File: src/rtl/auto_gain_level_tracker_macros.svh
// assertion macros for the auto gain level tracker
`ifndef AUTO_GAIN_LEVEL_TRACKER_MACROS_SVH
`define AUTO_GAIN_LEVEL_TRACKER_MACROS_SVH

// same-cycle implication check
`define AGL_ASSERT_IMPL(lbl, clk, rst, ante, cons) \
   lbl: assert property (@(posedge clk) disable iff (rst) (ante) |-> (cons)) \
      else $error("agl same-cycle check failed");

// next-cycle implication check
`define AGL_ASSERT_NEXT(lbl, clk, rst, ante, cons) \
   lbl: assert property (@(posedge clk) disable iff (rst) (ante) |=> (cons)) \
      else $error("agl next-cycle check failed");

`endif

File: src/rtl/agl_pkg.sv
// shared constants, types and helpers of the auto gain level tracker
package agl_pkg;

   // default parameter values
   localparam int FRAC_BITS_DEF   = 16;
   localparam int LEVEL_WIDTH_DEF = 32;

   // fixed-point constants: -log2 of the nominal rates in Q.24, ln2 in Q.30
   localparam int          NEGLOG_W        = 26;
   localparam logic [25:0] NL2_ATTACK_UP   = 26'd38955489;
   localparam logic [25:0] NL2_ATTACK_DOWN = 26'd16777216;
   localparam logic [25:0] NL2_LONG_FAST   = 26'd2550189;
   localparam logic [25:0] NL2_LONG_SLOW   = 26'd194414;
   localparam logic [29:0] LN2_Q30         = 30'd744261118;
   localparam logic [30:0] ONE_Q30         = 31'h4000_0000;
   localparam logic [7:0]  SHIFT_MAX       = 8'd30;
   localparam logic [3:0]  HORNER_TERMS    = 4'd10;

   // datapath widths
   localparam int RATE_W      = 31;
   localparam int QUOT_W      = 32;
   localparam int M_DIVIDEND_W = 42;
   localparam int FPS_W       = 16;

   // configuration register indexes
   localparam logic [1:0] CSR_CONVERGE_FRAMES = 2'd0;
   localparam logic [1:0] CSR_REFERENCE_FPS   = 2'd1;
   localparam logic [7:0] CONVERGE_RESET      = 8'd50;
   localparam logic [7:0] REF_FPS_RESET       = 8'd30;

   // divider status back to the sequencer
   typedef struct packed {
      logic done;
      logic ovf;
   } div_stat_type;

   // sign and saturation of a ratio quotient
   function automatic logic [31:0] sat_ratio(input logic [31:0] q, input logic ovf,
                                             input logic neg);
      logic [31:0] mag;
      mag = (ovf || q[31]) ? 32'h8000_0000 : q;
      if (neg) begin
         sat_ratio = 32'd0 - mag;
      end else if (mag[31]) begin
         sat_ratio = 32'h7FFF_FFFF;
      end else begin
         sat_ratio = mag;
      end
   endfunction

endpackage

File: src/rtl/auto_gain_level_tracker.sv
// top level of the auto gain level tracker: sequencer, averages and ratio outputs
// One request (a level sample and the frame rate) is worked on at a time and
// gives one response. All arithmetic runs through one bit-serial multiplier
// and one bit-serial divider. Each of the two smoothing rates costs one
// multiply and one divide for the exponent, one multiply for the fraction, ten
// multiply/divide pairs for the series and one multiply for the average
// update; the two ratios cost one divide each. A rate whose exponent is out of
// range skips the series and is much shorter, and a long average near zero
// skips both ratio divides. A new request is taken while the previous response
// still waits on rsp_stall.
module auto_gain_level_tracker #(
   parameter int FRAC_BITS   = agl_pkg::FRAC_BITS_DEF,
   parameter int LEVEL_WIDTH = agl_pkg::LEVEL_WIDTH_DEF
) (
   input  logic                   clock,
   input  logic                   reset,
   input  logic                   req_valid,
   output logic                   req_stall,
   input  logic [LEVEL_WIDTH-1:0] req_level_sample,
   input  logic [15:0]            req_frame_rate,
   output logic                   rsp_valid,
   input  logic                   rsp_stall,
   output logic [31:0]            rsp_sample_ratio,
   output logic [31:0]            rsp_average_ratio,
   input  logic                   csr_write,
   input  logic [1:0]             csr_index,
   input  logic [7:0]             csr_wdata
);

   `include "auto_gain_level_tracker_macros.svh"

   localparam int LW      = LEVEL_WIDTH;
   localparam int MUL_A_W = (LW > agl_pkg::RATE_W) ? LW : agl_pkg::RATE_W;
   localparam int MUL_B_W = agl_pkg::RATE_W;
   localparam int PROD_W  = MUL_A_W + MUL_B_W;
   localparam int DIV_N_W = (LW + FRAC_BITS > agl_pkg::M_DIVIDEND_W) ?
                            (LW + FRAC_BITS) : agl_pkg::M_DIVIDEND_W;
   localparam int DIV_D_W = (LW > agl_pkg::FPS_W) ? LW : agl_pkg::FPS_W;
   localparam int EPS_I   = ((1 << FRAC_BITS) + 500) / 1000;
   localparam logic [LW-1:0] EPS    = LW'(EPS_I);
   localparam logic [31:0]   ONE_FX = 32'(1 << FRAC_BITS);

   typedef enum logic [10:0] {
      S_IDLE  = 11'b000_0000_0001,
      S_RMUL  = 11'b000_0000_0010,
      S_RDIV  = 11'b000_0000_0100,
      S_XMUL  = 11'b000_0000_1000,
      S_HMUL  = 11'b000_0001_0000,
      S_HDIV  = 11'b000_0010_0000,
      S_BMUL  = 11'b000_0100_0000,
      S_CHECK = 11'b000_1000_0000,
      S_QDIV0 = 11'b001_0000_0000,
      S_QDIV1 = 11'b010_0000_0000,
      S_OUT   = 11'b100_0000_0000
   } state_type;

   state_type              state_ff, state_in;
   logic                   go_ff, go_in;
   logic                   phase_ff, phase_in;
   logic signed [LW-1:0]   smp_ff, smp_in;
   logic signed [LW-1:0]   short_ff, short_in;
   logic signed [LW-1:0]   long_ff, long_in;
   logic [15:0]            fps_ff, fps_in;
   logic [7:0]             cnt_ff, cnt_in;
   logic [7:0]             conv_ff, conv_in;
   logic [7:0]             ref_ff, ref_in;
   logic [4:0]             n_ff, n_in;
   logic [29:0]            x_ff, x_in;
   logic [30:0]            p_ff, p_in;
   logic [3:0]             k_ff, k_in;
   logic [30:0]            rate_ff, rate_in;
   logic [31:0]            r0_ff, r0_in;
   logic [31:0]            r1_ff, r1_in;
   logic                   rsp_valid_ff, rsp_valid_in;
   logic [31:0]            rsp_sr_ff, rsp_sr_in;
   logic [31:0]            rsp_ar_ff, rsp_ar_in;

   logic                   mul_done;
   logic [MUL_A_W-1:0]     mul_a;
   logic [MUL_B_W-1:0]     mul_b;
   logic [PROD_W-1:0]      mul_prod;
   agl_pkg::div_stat_type  div_stat;
   logic [DIV_N_W-1:0]     div_n;
   logic [DIV_D_W-1:0]     div_d;
   logic [31:0]            div_q;

   logic [25:0]            neglog;
   logic signed [LW-1:0]   old_avg;
   logic [LW:0]            d_ext;
   logic                   d_neg;
   logic [LW:0]            u_ext;
   logic [LW-1:0]          t_val;
   logic [LW:0]            blend_ext;
   logic                   l_neg;
   logic [LW:0]            lmag_ext;
   logic [LW-1:0]          lmag;
   logic signed [LW-1:0]   num;
   logic                   n_neg;
   logic [LW:0]            nmag_ext;
   logic [30:0]            p_new;
   logic [31:0]            ratio_q;

   // rate selection and blend arithmetic
   always_comb begin
      if (phase_ff) begin
         neglog = (cnt_ff < conv_ff) ? agl_pkg::NL2_LONG_FAST : agl_pkg::NL2_LONG_SLOW;
      end else begin
         neglog = (smp_ff > short_ff) ? agl_pkg::NL2_ATTACK_UP : agl_pkg::NL2_ATTACK_DOWN;
      end
      old_avg   = phase_ff ? long_ff : short_ff;
      d_ext     = {old_avg[LW-1], old_avg} - {smp_ff[LW-1], smp_ff};
      d_neg     = d_ext[LW];
      u_ext     = d_neg ? ((LW+1)'(0) - d_ext) : d_ext;
      t_val     = mul_prod[30 +: LW];
      blend_ext = d_neg ? ({smp_ff[LW-1], smp_ff} - {1'b0, t_val})
                        : ({smp_ff[LW-1], smp_ff} + {1'b0, t_val});
      l_neg     = long_ff[LW-1];
      lmag_ext  = l_neg ? ((LW+1)'(0) - {long_ff[LW-1], long_ff}) : {long_ff[LW-1], long_ff};
      lmag      = lmag_ext[LW-1:0];
      num       = (state_ff == S_QDIV1) ? short_ff : smp_ff;
      n_neg     = num[LW-1];
      nmag_ext  = n_neg ? ((LW+1)'(0) - {num[LW-1], num}) : {num[LW-1], num};
      p_new     = agl_pkg::ONE_Q30 - div_q[30:0];
      ratio_q   = agl_pkg::sat_ratio(div_q, div_stat.ovf, n_neg != l_neg);
   end

   // operand steering into the shared units
   always_comb begin
      mul_a = '0;
      mul_b = '0;
      div_n = '0;
      div_d = '0;
      case (state_ff)
         S_RMUL: begin
            mul_a = MUL_A_W'(neglog);
            mul_b = MUL_B_W'(ref_ff);
         end
         S_XMUL: begin
            mul_a = MUL_A_W'(agl_pkg::LN2_Q30);
            mul_b = MUL_B_W'(div_q[23:0]);
         end
         S_HMUL: begin
            mul_a = MUL_A_W'(p_ff);
            mul_b = MUL_B_W'(x_ff);
         end
         S_BMUL: begin
            mul_a = MUL_A_W'(u_ext[LW-1:0]);
            mul_b = rate_ff;
         end
         S_RDIV: begin
            div_n = DIV_N_W'({mul_prod[33:0], 8'd0});
            div_d = DIV_D_W'(fps_ff);
         end
         S_HDIV: begin
            div_n = DIV_N_W'(mul_prod[60:30]);
            div_d = DIV_D_W'(k_ff);
         end
         S_QDIV0, S_QDIV1: begin
            div_n = DIV_N_W'({nmag_ext[LW-1:0], {FRAC_BITS{1'b0}}});
            div_d = DIV_D_W'(lmag);
         end
         default: begin
         end
      endcase
   end

   // sequencer
   always_comb begin
      state_in     = state_ff;
      go_in        = 1'b0;
      phase_in     = phase_ff;
      smp_in       = smp_ff;
      short_in     = short_ff;
      long_in      = long_ff;
      fps_in       = fps_ff;
      cnt_in       = cnt_ff;
      conv_in      = conv_ff;
      ref_in       = ref_ff;
      n_in         = n_ff;
      x_in         = x_ff;
      p_in         = p_ff;
      k_in         = k_ff;
      rate_in      = rate_ff;
      r0_in        = r0_ff;
      r1_in        = r1_ff;
      rsp_valid_in = rsp_valid_ff;
      rsp_sr_in    = rsp_sr_ff;
      rsp_ar_in    = rsp_ar_ff;

      // configuration writes
      if (csr_write) begin
         if (csr_index == agl_pkg::CSR_CONVERGE_FRAMES) begin
            conv_in = csr_wdata;
         end else if (csr_index == agl_pkg::CSR_REFERENCE_FPS) begin
            ref_in = csr_wdata;
         end
      end

      // response taken downstream
      if (rsp_valid_ff && !rsp_stall) begin
         rsp_valid_in = 1'b0;
      end

      case (state_ff)
         S_IDLE: begin
            if (req_valid) begin
               smp_in   = req_level_sample;
               fps_in   = (req_frame_rate == 16'd0) ? 16'd1 : req_frame_rate;
               phase_in = 1'b0;
               state_in = S_RMUL;
               go_in    = 1'b1;
            end
         end
         S_RMUL: begin
            if (mul_done) begin
               state_in = S_RDIV;
               go_in    = 1'b1;
            end
         end
         S_RDIV: begin
            if (div_stat.done) begin
               go_in = 1'b1;
               if (div_stat.ovf || (div_q[31:24] > agl_pkg::SHIFT_MAX)) begin
                  rate_in  = '0;
                  state_in = S_BMUL;
               end else begin
                  n_in     = div_q[28:24];
                  state_in = S_XMUL;
               end
            end
         end
         S_XMUL: begin
            if (mul_done) begin
               x_in     = mul_prod[53:24];
               p_in     = agl_pkg::ONE_Q30;
               k_in     = agl_pkg::HORNER_TERMS;
               state_in = S_HMUL;
               go_in    = 1'b1;
            end
         end
         S_HMUL: begin
            if (mul_done) begin
               state_in = S_HDIV;
               go_in    = 1'b1;
            end
         end
         S_HDIV: begin
            if (div_stat.done) begin
               go_in = 1'b1;
               if (k_ff == 4'd1) begin
                  rate_in  = p_new >> n_ff;
                  state_in = S_BMUL;
               end else begin
                  p_in     = p_new;
                  k_in     = k_ff - 4'd1;
                  state_in = S_HMUL;
               end
            end
         end
         S_BMUL: begin
            if (mul_done) begin
               if (!phase_ff) begin
                  short_in = blend_ext[LW-1:0];
                  phase_in = 1'b1;
                  state_in = S_RMUL;
                  go_in    = 1'b1;
               end else begin
                  long_in  = blend_ext[LW-1:0];
                  cnt_in   = (cnt_ff == 8'hFF) ? cnt_ff : cnt_ff + 8'd1;
                  state_in = S_CHECK;
               end
            end
         end
         S_CHECK: begin
            if ((lmag == '0) || (lmag < EPS)) begin
               r0_in    = ONE_FX;
               r1_in    = ONE_FX;
               state_in = S_OUT;
            end else begin
               state_in = S_QDIV0;
               go_in    = 1'b1;
            end
         end
         S_QDIV0: begin
            if (div_stat.done) begin
               r0_in    = ratio_q;
               state_in = S_QDIV1;
               go_in    = 1'b1;
            end
         end
         S_QDIV1: begin
            if (div_stat.done) begin
               r1_in    = ratio_q;
               state_in = S_OUT;
            end
         end
         S_OUT: begin
            if (!rsp_valid_ff || !rsp_stall) begin
               rsp_valid_in = 1'b1;
               rsp_sr_in    = r0_ff;
               rsp_ar_in    = r1_ff;
               state_in     = S_IDLE;
            end
         end
         default: begin
            state_in = S_IDLE;
         end
      endcase
   end

   // control and state registers
   always_ff @(posedge clock) begin
      if (reset) begin
         state_ff     <= S_IDLE;
         go_ff        <= 1'b0;
         phase_ff     <= 1'b0;
         short_ff     <= '0;
         long_ff      <= '0;
         cnt_ff       <= '0;
         conv_ff      <= agl_pkg::CONVERGE_RESET;
         ref_ff       <= agl_pkg::REF_FPS_RESET;
         k_ff         <= '0;
         rsp_valid_ff <= 1'b0;
      end else begin
         state_ff     <= state_in;
         go_ff        <= go_in;
         phase_ff     <= phase_in;
         short_ff     <= short_in;
         long_ff      <= long_in;
         cnt_ff       <= cnt_in;
         conv_ff      <= conv_in;
         ref_ff       <= ref_in;
         k_ff         <= k_in;
         rsp_valid_ff <= rsp_valid_in;
      end
   end

   // payload registers
   always_ff @(posedge clock) begin
      smp_ff    <= smp_in;
      fps_ff    <= fps_in;
      n_ff      <= n_in;
      x_ff      <= x_in;
      p_ff      <= p_in;
      rate_ff   <= rate_in;
      r0_ff     <= r0_in;
      r1_ff     <= r1_in;
      rsp_sr_ff <= rsp_sr_in;
      rsp_ar_ff <= rsp_ar_in;
   end

   // shared serial multiplier
   agl_ser_mul #(
      .A_W (MUL_A_W),
      .B_W (MUL_B_W)
   ) u_mul (
      .clock   (clock),
      .reset   (reset),
      .start   (go_ff && (state_ff == S_RMUL || state_ff == S_XMUL ||
                          state_ff == S_HMUL || state_ff == S_BMUL)),
      .a       (mul_a),
      .b       (mul_b),
      .done    (mul_done),
      .product (mul_prod)
   );

   // shared serial divider
   agl_ser_div #(
      .N_W (DIV_N_W),
      .D_W (DIV_D_W),
      .Q_W (agl_pkg::QUOT_W)
   ) u_div (
      .clock    (clock),
      .reset    (reset),
      .start    (go_ff && (state_ff == S_RDIV || state_ff == S_HDIV ||
                           state_ff == S_QDIV0 || state_ff == S_QDIV1)),
      .dividend (div_n),
      .divisor  (div_d),
      .stat     (div_stat),
      .quotient (div_q)
   );

   assign req_stall         = (state_ff != S_IDLE);
   assign rsp_valid         = rsp_valid_ff;
   assign rsp_sample_ratio  = rsp_sr_ff;
   assign rsp_average_ratio = rsp_ar_ff;

   // checks
   `AGL_ASSERT_IMPL(a_units_exclusive, clock, reset, mul_done, !div_stat.done)
   `AGL_ASSERT_IMPL(a_horner_count, clock, reset, state_ff == S_HDIV,
                    k_ff != 4'd0 && k_ff <= agl_pkg::HORNER_TERMS)
   `AGL_ASSERT_IMPL(a_check_after_long, clock, reset, state_ff == S_CHECK, phase_ff)
   `AGL_ASSERT_NEXT(a_out_loads_rsp, clock, reset,
                    state_ff == S_OUT && (!rsp_valid_ff || !rsp_stall),
                    rsp_valid_ff && state_ff == S_IDLE)

endmodule

File: src/rtl/agl_ser_mul.sv
// bit-serial shift-add multiplier, one multiplier bit per cycle
module agl_ser_mul #(
   parameter int A_W = 31,
   parameter int B_W = 31
) (
   input  logic               clock,
   input  logic               reset,
   input  logic               start,
   input  logic [A_W-1:0]     a,
   input  logic [B_W-1:0]     b,
   output logic               done,
   output logic [A_W+B_W-1:0] product
);

   localparam int CNT_W = $clog2(B_W + 1);

   logic [A_W-1:0]     a_ff, a_in;
   logic [B_W-1:0]     b_ff, b_in;
   logic [A_W+B_W-1:0] acc_ff, acc_in;
   logic [CNT_W-1:0]   cnt_ff, cnt_in;
   logic               busy_ff, busy_in;
   logic               done_ff, done_in;
   logic [A_W:0]       sum;

   // add the multiplicand into the upper half, then shift right
   always_comb begin
      sum     = {1'b0, acc_ff[A_W+B_W-1:B_W]} + (b_ff[0] ? {1'b0, a_ff} : '0);
      a_in    = a_ff;
      b_in    = b_ff;
      acc_in  = acc_ff;
      cnt_in  = cnt_ff;
      busy_in = busy_ff;
      done_in = 1'b0;
      if (start) begin
         a_in    = a;
         b_in    = b;
         acc_in  = '0;
         cnt_in  = CNT_W'(B_W);
         busy_in = 1'b1;
      end else if (busy_ff) begin
         acc_in = {sum, acc_ff[B_W-1:1]};
         b_in   = b_ff >> 1;
         cnt_in = cnt_ff - 1'b1;
         if (cnt_ff == CNT_W'(1)) begin
            busy_in = 1'b0;
            done_in = 1'b1;
         end
      end
   end

   // control
   always_ff @(posedge clock) begin
      if (reset) begin
         busy_ff <= 1'b0;
         done_ff <= 1'b0;
         cnt_ff  <= '0;
      end else begin
         busy_ff <= busy_in;
         done_ff <= done_in;
         cnt_ff  <= cnt_in;
      end
   end

   // operands and accumulator
   always_ff @(posedge clock) begin
      a_ff   <= a_in;
      b_ff   <= b_in;
      acc_ff <= acc_in;
   end

   assign done    = done_ff;
   assign product = acc_ff;

endmodule

File: src/rtl/agl_ser_div.sv
// restoring bit-serial divider, one dividend bit per cycle, quotient overflow flag
module agl_ser_div #(
   parameter int N_W = 48,
   parameter int D_W = 32,
   parameter int Q_W = 32
) (
   input  logic                 clock,
   input  logic                 reset,
   input  logic                 start,
   input  logic [N_W-1:0]       dividend,
   input  logic [D_W-1:0]       divisor,
   output agl_pkg::div_stat_type stat,
   output logic [Q_W-1:0]       quotient
);

   localparam int CNT_W = $clog2(N_W + 1);

   logic [N_W-1:0]   num_ff, num_in;
   logic [D_W-1:0]   den_ff, den_in;
   logic [D_W-1:0]   rem_ff, rem_in;
   logic [Q_W-1:0]   q_ff, q_in;
   logic             ovf_ff, ovf_in;
   logic [CNT_W-1:0] cnt_ff, cnt_in;
   logic             busy_ff, busy_in;
   logic             done_ff, done_in;
   logic [D_W:0]     trial;
   logic [D_W:0]     diff;
   logic             ge;

   // bring down one bit, subtract when the partial remainder allows
   always_comb begin
      trial   = {rem_ff, num_ff[N_W-1]};
      ge      = trial >= {1'b0, den_ff};
      diff    = trial - {1'b0, den_ff};
      num_in  = num_ff;
      den_in  = den_ff;
      rem_in  = rem_ff;
      q_in    = q_ff;
      ovf_in  = ovf_ff;
      cnt_in  = cnt_ff;
      busy_in = busy_ff;
      done_in = 1'b0;
      if (start) begin
         num_in  = dividend;
         den_in  = divisor;
         rem_in  = '0;
         q_in    = '0;
         ovf_in  = 1'b0;
         cnt_in  = CNT_W'(N_W);
         busy_in = 1'b1;
      end else if (busy_ff) begin
         num_in = num_ff << 1;
         rem_in = ge ? diff[D_W-1:0] : trial[D_W-1:0];
         q_in   = {q_ff[Q_W-2:0], ge};
         ovf_in = ovf_ff | q_ff[Q_W-1];
         cnt_in = cnt_ff - 1'b1;
         if (cnt_ff == CNT_W'(1)) begin
            busy_in = 1'b0;
            done_in = 1'b1;
         end
      end
   end

   // control
   always_ff @(posedge clock) begin
      if (reset) begin
         busy_ff <= 1'b0;
         done_ff <= 1'b0;
         cnt_ff  <= '0;
      end else begin
         busy_ff <= busy_in;
         done_ff <= done_in;
         cnt_ff  <= cnt_in;
      end
   end

   // datapath
   always_ff @(posedge clock) begin
      num_ff <= num_in;
      den_ff <= den_in;
      rem_ff <= rem_in;
      q_ff   <= q_in;
      ovf_ff <= ovf_in;
   end

   assign stat.done = done_ff;
   assign stat.ovf  = ovf_ff;
   assign quotient  = q_ff;

endmodule
File: config.mk
export PLATFORM = sky130hd
export DESIGN_NAME = auto_gain_level_tracker
export DESIGN_NICKNAME = d
export VERILOG_FILES = /design/src/rtl/agl_pkg.sv /design/src/rtl/auto_gain_level_tracker.sv /design/src/rtl/agl_ser_mul.sv /design/src/rtl/agl_ser_div.sv
export VERILOG_INCLUDE_DIRS = /design/src /design/src/rtl
export SDC_FILE = /design/constraint.sdc
export NUM_CORES = 2
export LEC_CHECK = 0
export ABC_AREA = 1
export BUFFER_PORTS_ARGS = -buffer_cell sky130_fd_sc_hd__buf_2
export CAP_MARGIN = 5
export CORE_UTILIZATION = 45
export DETAILED_ROUTE_END_ITERATION = 8
export GPL_TIMING_DRIVEN = 0
export PLACE_DENSITY_LB_ADDON = 0.3
export SLEW_MARGIN = 20
export SYNTH_ARGS = -nofsm -noshare
export SYNTH_HDL_FRONTEND = slang
export SYNTH_SLANG_ARGS = --single-unit
File: constraint.sdc
create_clock -name clock -period 6.2 [get_ports clock]
set_input_delay 1.55 -clock clock [delete_from_list [all_inputs] [get_ports clock]]
set_output_delay 1.55 -clock clock [all_outputs]
set_load 0.05 [all_outputs]
==> impl_metrics.csv <==
group,metric,value,unit
die,coreArea,90700,um^2
timing,finalClockSkew,0.0465,ns
placed_design,place_congestion,1.08,
global_route,grtUsageTotal,0.312,
critical_path,cp-start-kind,"register",
die,dieArea,93300,um^2
synthesis,synth_ff_type,"edfxtp_1",
global_route,grt_max_degree,58,
critical_path,ff2ff_setup_slack,0.22,ns
timing,slew_violations,0,
die,die_x,306,um
synthesis,synth-seq-area-share,0.422,
synthesis,synth-edff-count,416,
cts,htree_levels,3,
timing,relSlewSlack,0.225,
power_and_ir_drop,peakVddDrop,0.201,mV
synthesis,yosys-top-cells-area,"edfxtp_1 30%, dfxtp_1 12%, nand2_1 11%",
timing,tightest_slew,1.15,ns
run,drv_cap,0,
die,rows,110,
detailed_routing,drtPass1Iterations,6,
power_and_ir_drop,seqPwrFrac,0.340,
power_and_ir_drop,p_comb_frac,0.395,
detailed_routing,routedWlPerCell,21.4,um
global_route,grt_pass1_wl,221,mm
final_layout,final_common_cell,"nand2_1",
detailed_routing,routed_wl,148,mm
critical_path,critPathRequiredTime,6.79,ns
worst_hold_path,hp-class,"register to register",
global_route,grt_pass1_vias,36100,
global_route,antenna_found_initial,5,
synthesis,synthArstFlopShare,0,
final_layout,ff_latch_area,17500,um^2
final_layout,nFillCells,8850,
placed_design,dp_hpwl,118,mm
synthesis,yosys_warnings,0,
power_and_ir_drop,switching_share,0.436,
critical_path,critPathMostFrequentCell,"nand2_1",
synthesis,synthDominantCellAreaShare,0.301,
cts,cts_tree,"yes",
synthesis,ys_ff_latch,665,
final_layout,postLayoutCoreUtil,0.513,
timing,fmax,167,MHz
critical_path,critPathKind,"register to register",
power_and_ir_drop,cellInternalPower,9.99,mW
detailed_routing,via_per_inst,5.63,
die,die_h,306,um
final_layout,synthToLayoutAreaGrowth,12.3,%
detailed_routing,vias,39000,
critical_path,end_kind,"register",
power_and_ir_drop,p_clk_frac,0.265,
placed_design,placed_area,43700,um^2
detailed_routing,postRouteAntennaNets,0,
critical_path,critPathArrivalTime,6.57,ns
synthesis,synthDistinctLibCells,63,
timing,setup_tns,0,ns
critical_path,crit_fanout,10,
cts,clockBufferDepth,3,
global_route,overflow,0,
final_layout,fin_nets,5938,
cts,clkTransAtPathRegs,0.06,ns
die,ios,129,
detailed_routing,initialDrtViolationCount,4396,
cts,cts_made_buffers,75,
final_layout,multi_input_area,20500,um^2
critical_path,slowest_stage,"o21ai_0",
synthesis,yosys.area.top_type,"edfxtp_1",
timing,hold_viol,0,
outcome,status,"completed",
final_layout,layout_common_cells,"1234 x nand2_1, 718 x inv_1, 548 x nor2_1",
synthesis,syn_area,41500,um^2
timing,period_share,0.965,
cts,numClockSinks,665,
die,initial_utilization,0.457,
final_layout,drive_above_1_share,0.0799,
power_and_ir_drop,p_switching,7.73,mW
critical_path,max_stage_delay,0.74,ns
cts,cts_root_buf,"clkbuf_16",
timing,setup_viol,0,
placed_design,io_buffers,127,
synthesis,synthCells,5479,
detailed_routing,route.detailed.drc,0,
synthesis,synth_nets,5726,
power_and_ir_drop,powerDensity,381,nW/um^2
power_and_ir_drop,power_leakage,20.8,nW
final_layout,post-route-cell-area,46500,um^2
cts,cts_hold_buf,0,
cts,clock_latency,0.69,ns
synthesis,postSynthAreaPerCell,7.57,um^2
timing,fin_crit,5.98,ns
==> sequential cells by signal, indices dropped and copies added, names as in the netlist, 31 cells and up <==
name               flops
u_div.rem_ff          32
u_div.den_ff          32
r0_ff                 32
u_mul.product         63
rsp_sample_ratio      32
rsp_average_ratio     32
u_mul.a_ff            32
r1_ff                 32
u_div.quotient        32
short_ff              32
u_div.num_ff          48
long_ff               32
rate_ff               31
p_ff                  31
smp_ff                32
u_mul.b_ff            31
==> path summary, 6_finish.rpt <==
| kind | depth (start not counted) | start | endpoint |
|---|---|---|---|
| worst min register to register | 0 | r1_ff[30] | rsp_average_ratio[30] |
| worst max register to register | 30 | phase_ff | long_ff[25] |
| worst min-delay path | 0 | r1_ff[30] | rsp_average_ratio[30] |
| worst max-delay path | 30 | phase_ff | long_ff[25] |
==> cells by family (layout without fill, tap and decap cells) <==
family          count (synthesis)  in the layout  share of synthesized area
mux                             2              2                   0.000483
simple gates                 2396           2396                      0.244
flops                         665            665                      0.422
buf+inv                       952           1227                     0.0888
other cells                     0              2                          0
xor+xnor                      170            170                     0.0359
fa+ha+maj                     184            184                     0.0563
compound gates               1110           1110                      0.153
==> routing by layer <==
layer  share of wire  wire length (um)  GRT usage  vias to the layer above
met5         0.00025                37          0                        -
met4           0.042              6190      0.120                        6
met3           0.098             14500     0.0661                      272
met2            0.43             63800      0.476                     1737
met1            0.43             63700      0.434                    18300
li1                -                 -          -                    18800
==> cells in the mapped netlist, types with 20 or more instances <==
cell,n
dfxtp_1,249
o21bai_1,20
o21ai_1,36
o22ai_1,39
nand4_1,62
buf_2,44
nor2_2,20
a221oi_1,33
inv_1,721
ha_1,180
a21oi_1,412
a21o_1,21
clkbuf_1,138
o211ai_1,51
o31ai_1,20
nor2_1,551
o21ai_0,358
nor3_1,70
nand2_1,1237
xnor2_1,42
xor2_1,128
edfxtp_1,416
nand3_1,351
a31oi_1,42
==> power groups by stage <==
stage,sequential [mW],clock [mW],combinational [mW]
after floorplan,5.62,0,4.63
after global placement,6.06,0,6.57
after detailed placement,6.05,0,6.62
after CTS,5.96,4.73,6.68
after global routing,6.02,4.91,7.62
final,6.02,4.70,7.00
==> metrics by stage <==
step / hold slack (ns) / setup slack [ns] / cells / power (mW)
after global placement: 0.403 / -1.83 / 6782 / 12.6
after detailed placement: 0.405 / -1.86 / 6788 / 12.7
after floorplan: 0.400 / 1.06 / 5479 / 10.3
after CTS: 0.418 / 0.0373 / 6927 / 17.4
final: 0.416 / 0.219 / 6932 / 17.7
after global routing: 0.424 / -0.00565 / 6932 / 18.6
==> layout make-up <==
cell class	count	share of cell area
inverter	743	0.0600
clock inverter	40	0.0112
sequential	665	0.376
multi-input combinational	3862	0.440
timing repair buffer	137	0.0174
tap	1176	0.0316
clock buffer	100	0.0446
buffer	207	0.0197
antenna	2	0.000108
==> worst max-delay path, delay by kind of cell (launching register included) <==
family	cells	cell delay, ns
adders and majority gates	2	0.82
xor gates and xnor gates	1	0.20
and+or+nand+nor	15	1.87
AOI/OAI and AO/OA	7	1.87
buffers and inverters	5	0.73
DFF	1	0.39
==> what timing repair did <==
item	4_1_cts	5_1_grt
endpoints found under the setup margin	58	39
buffers inserted	0	4
pin swaps	0	2
resized for setup	18	42
Note: power is estimated with default switching activity, not from simulation.
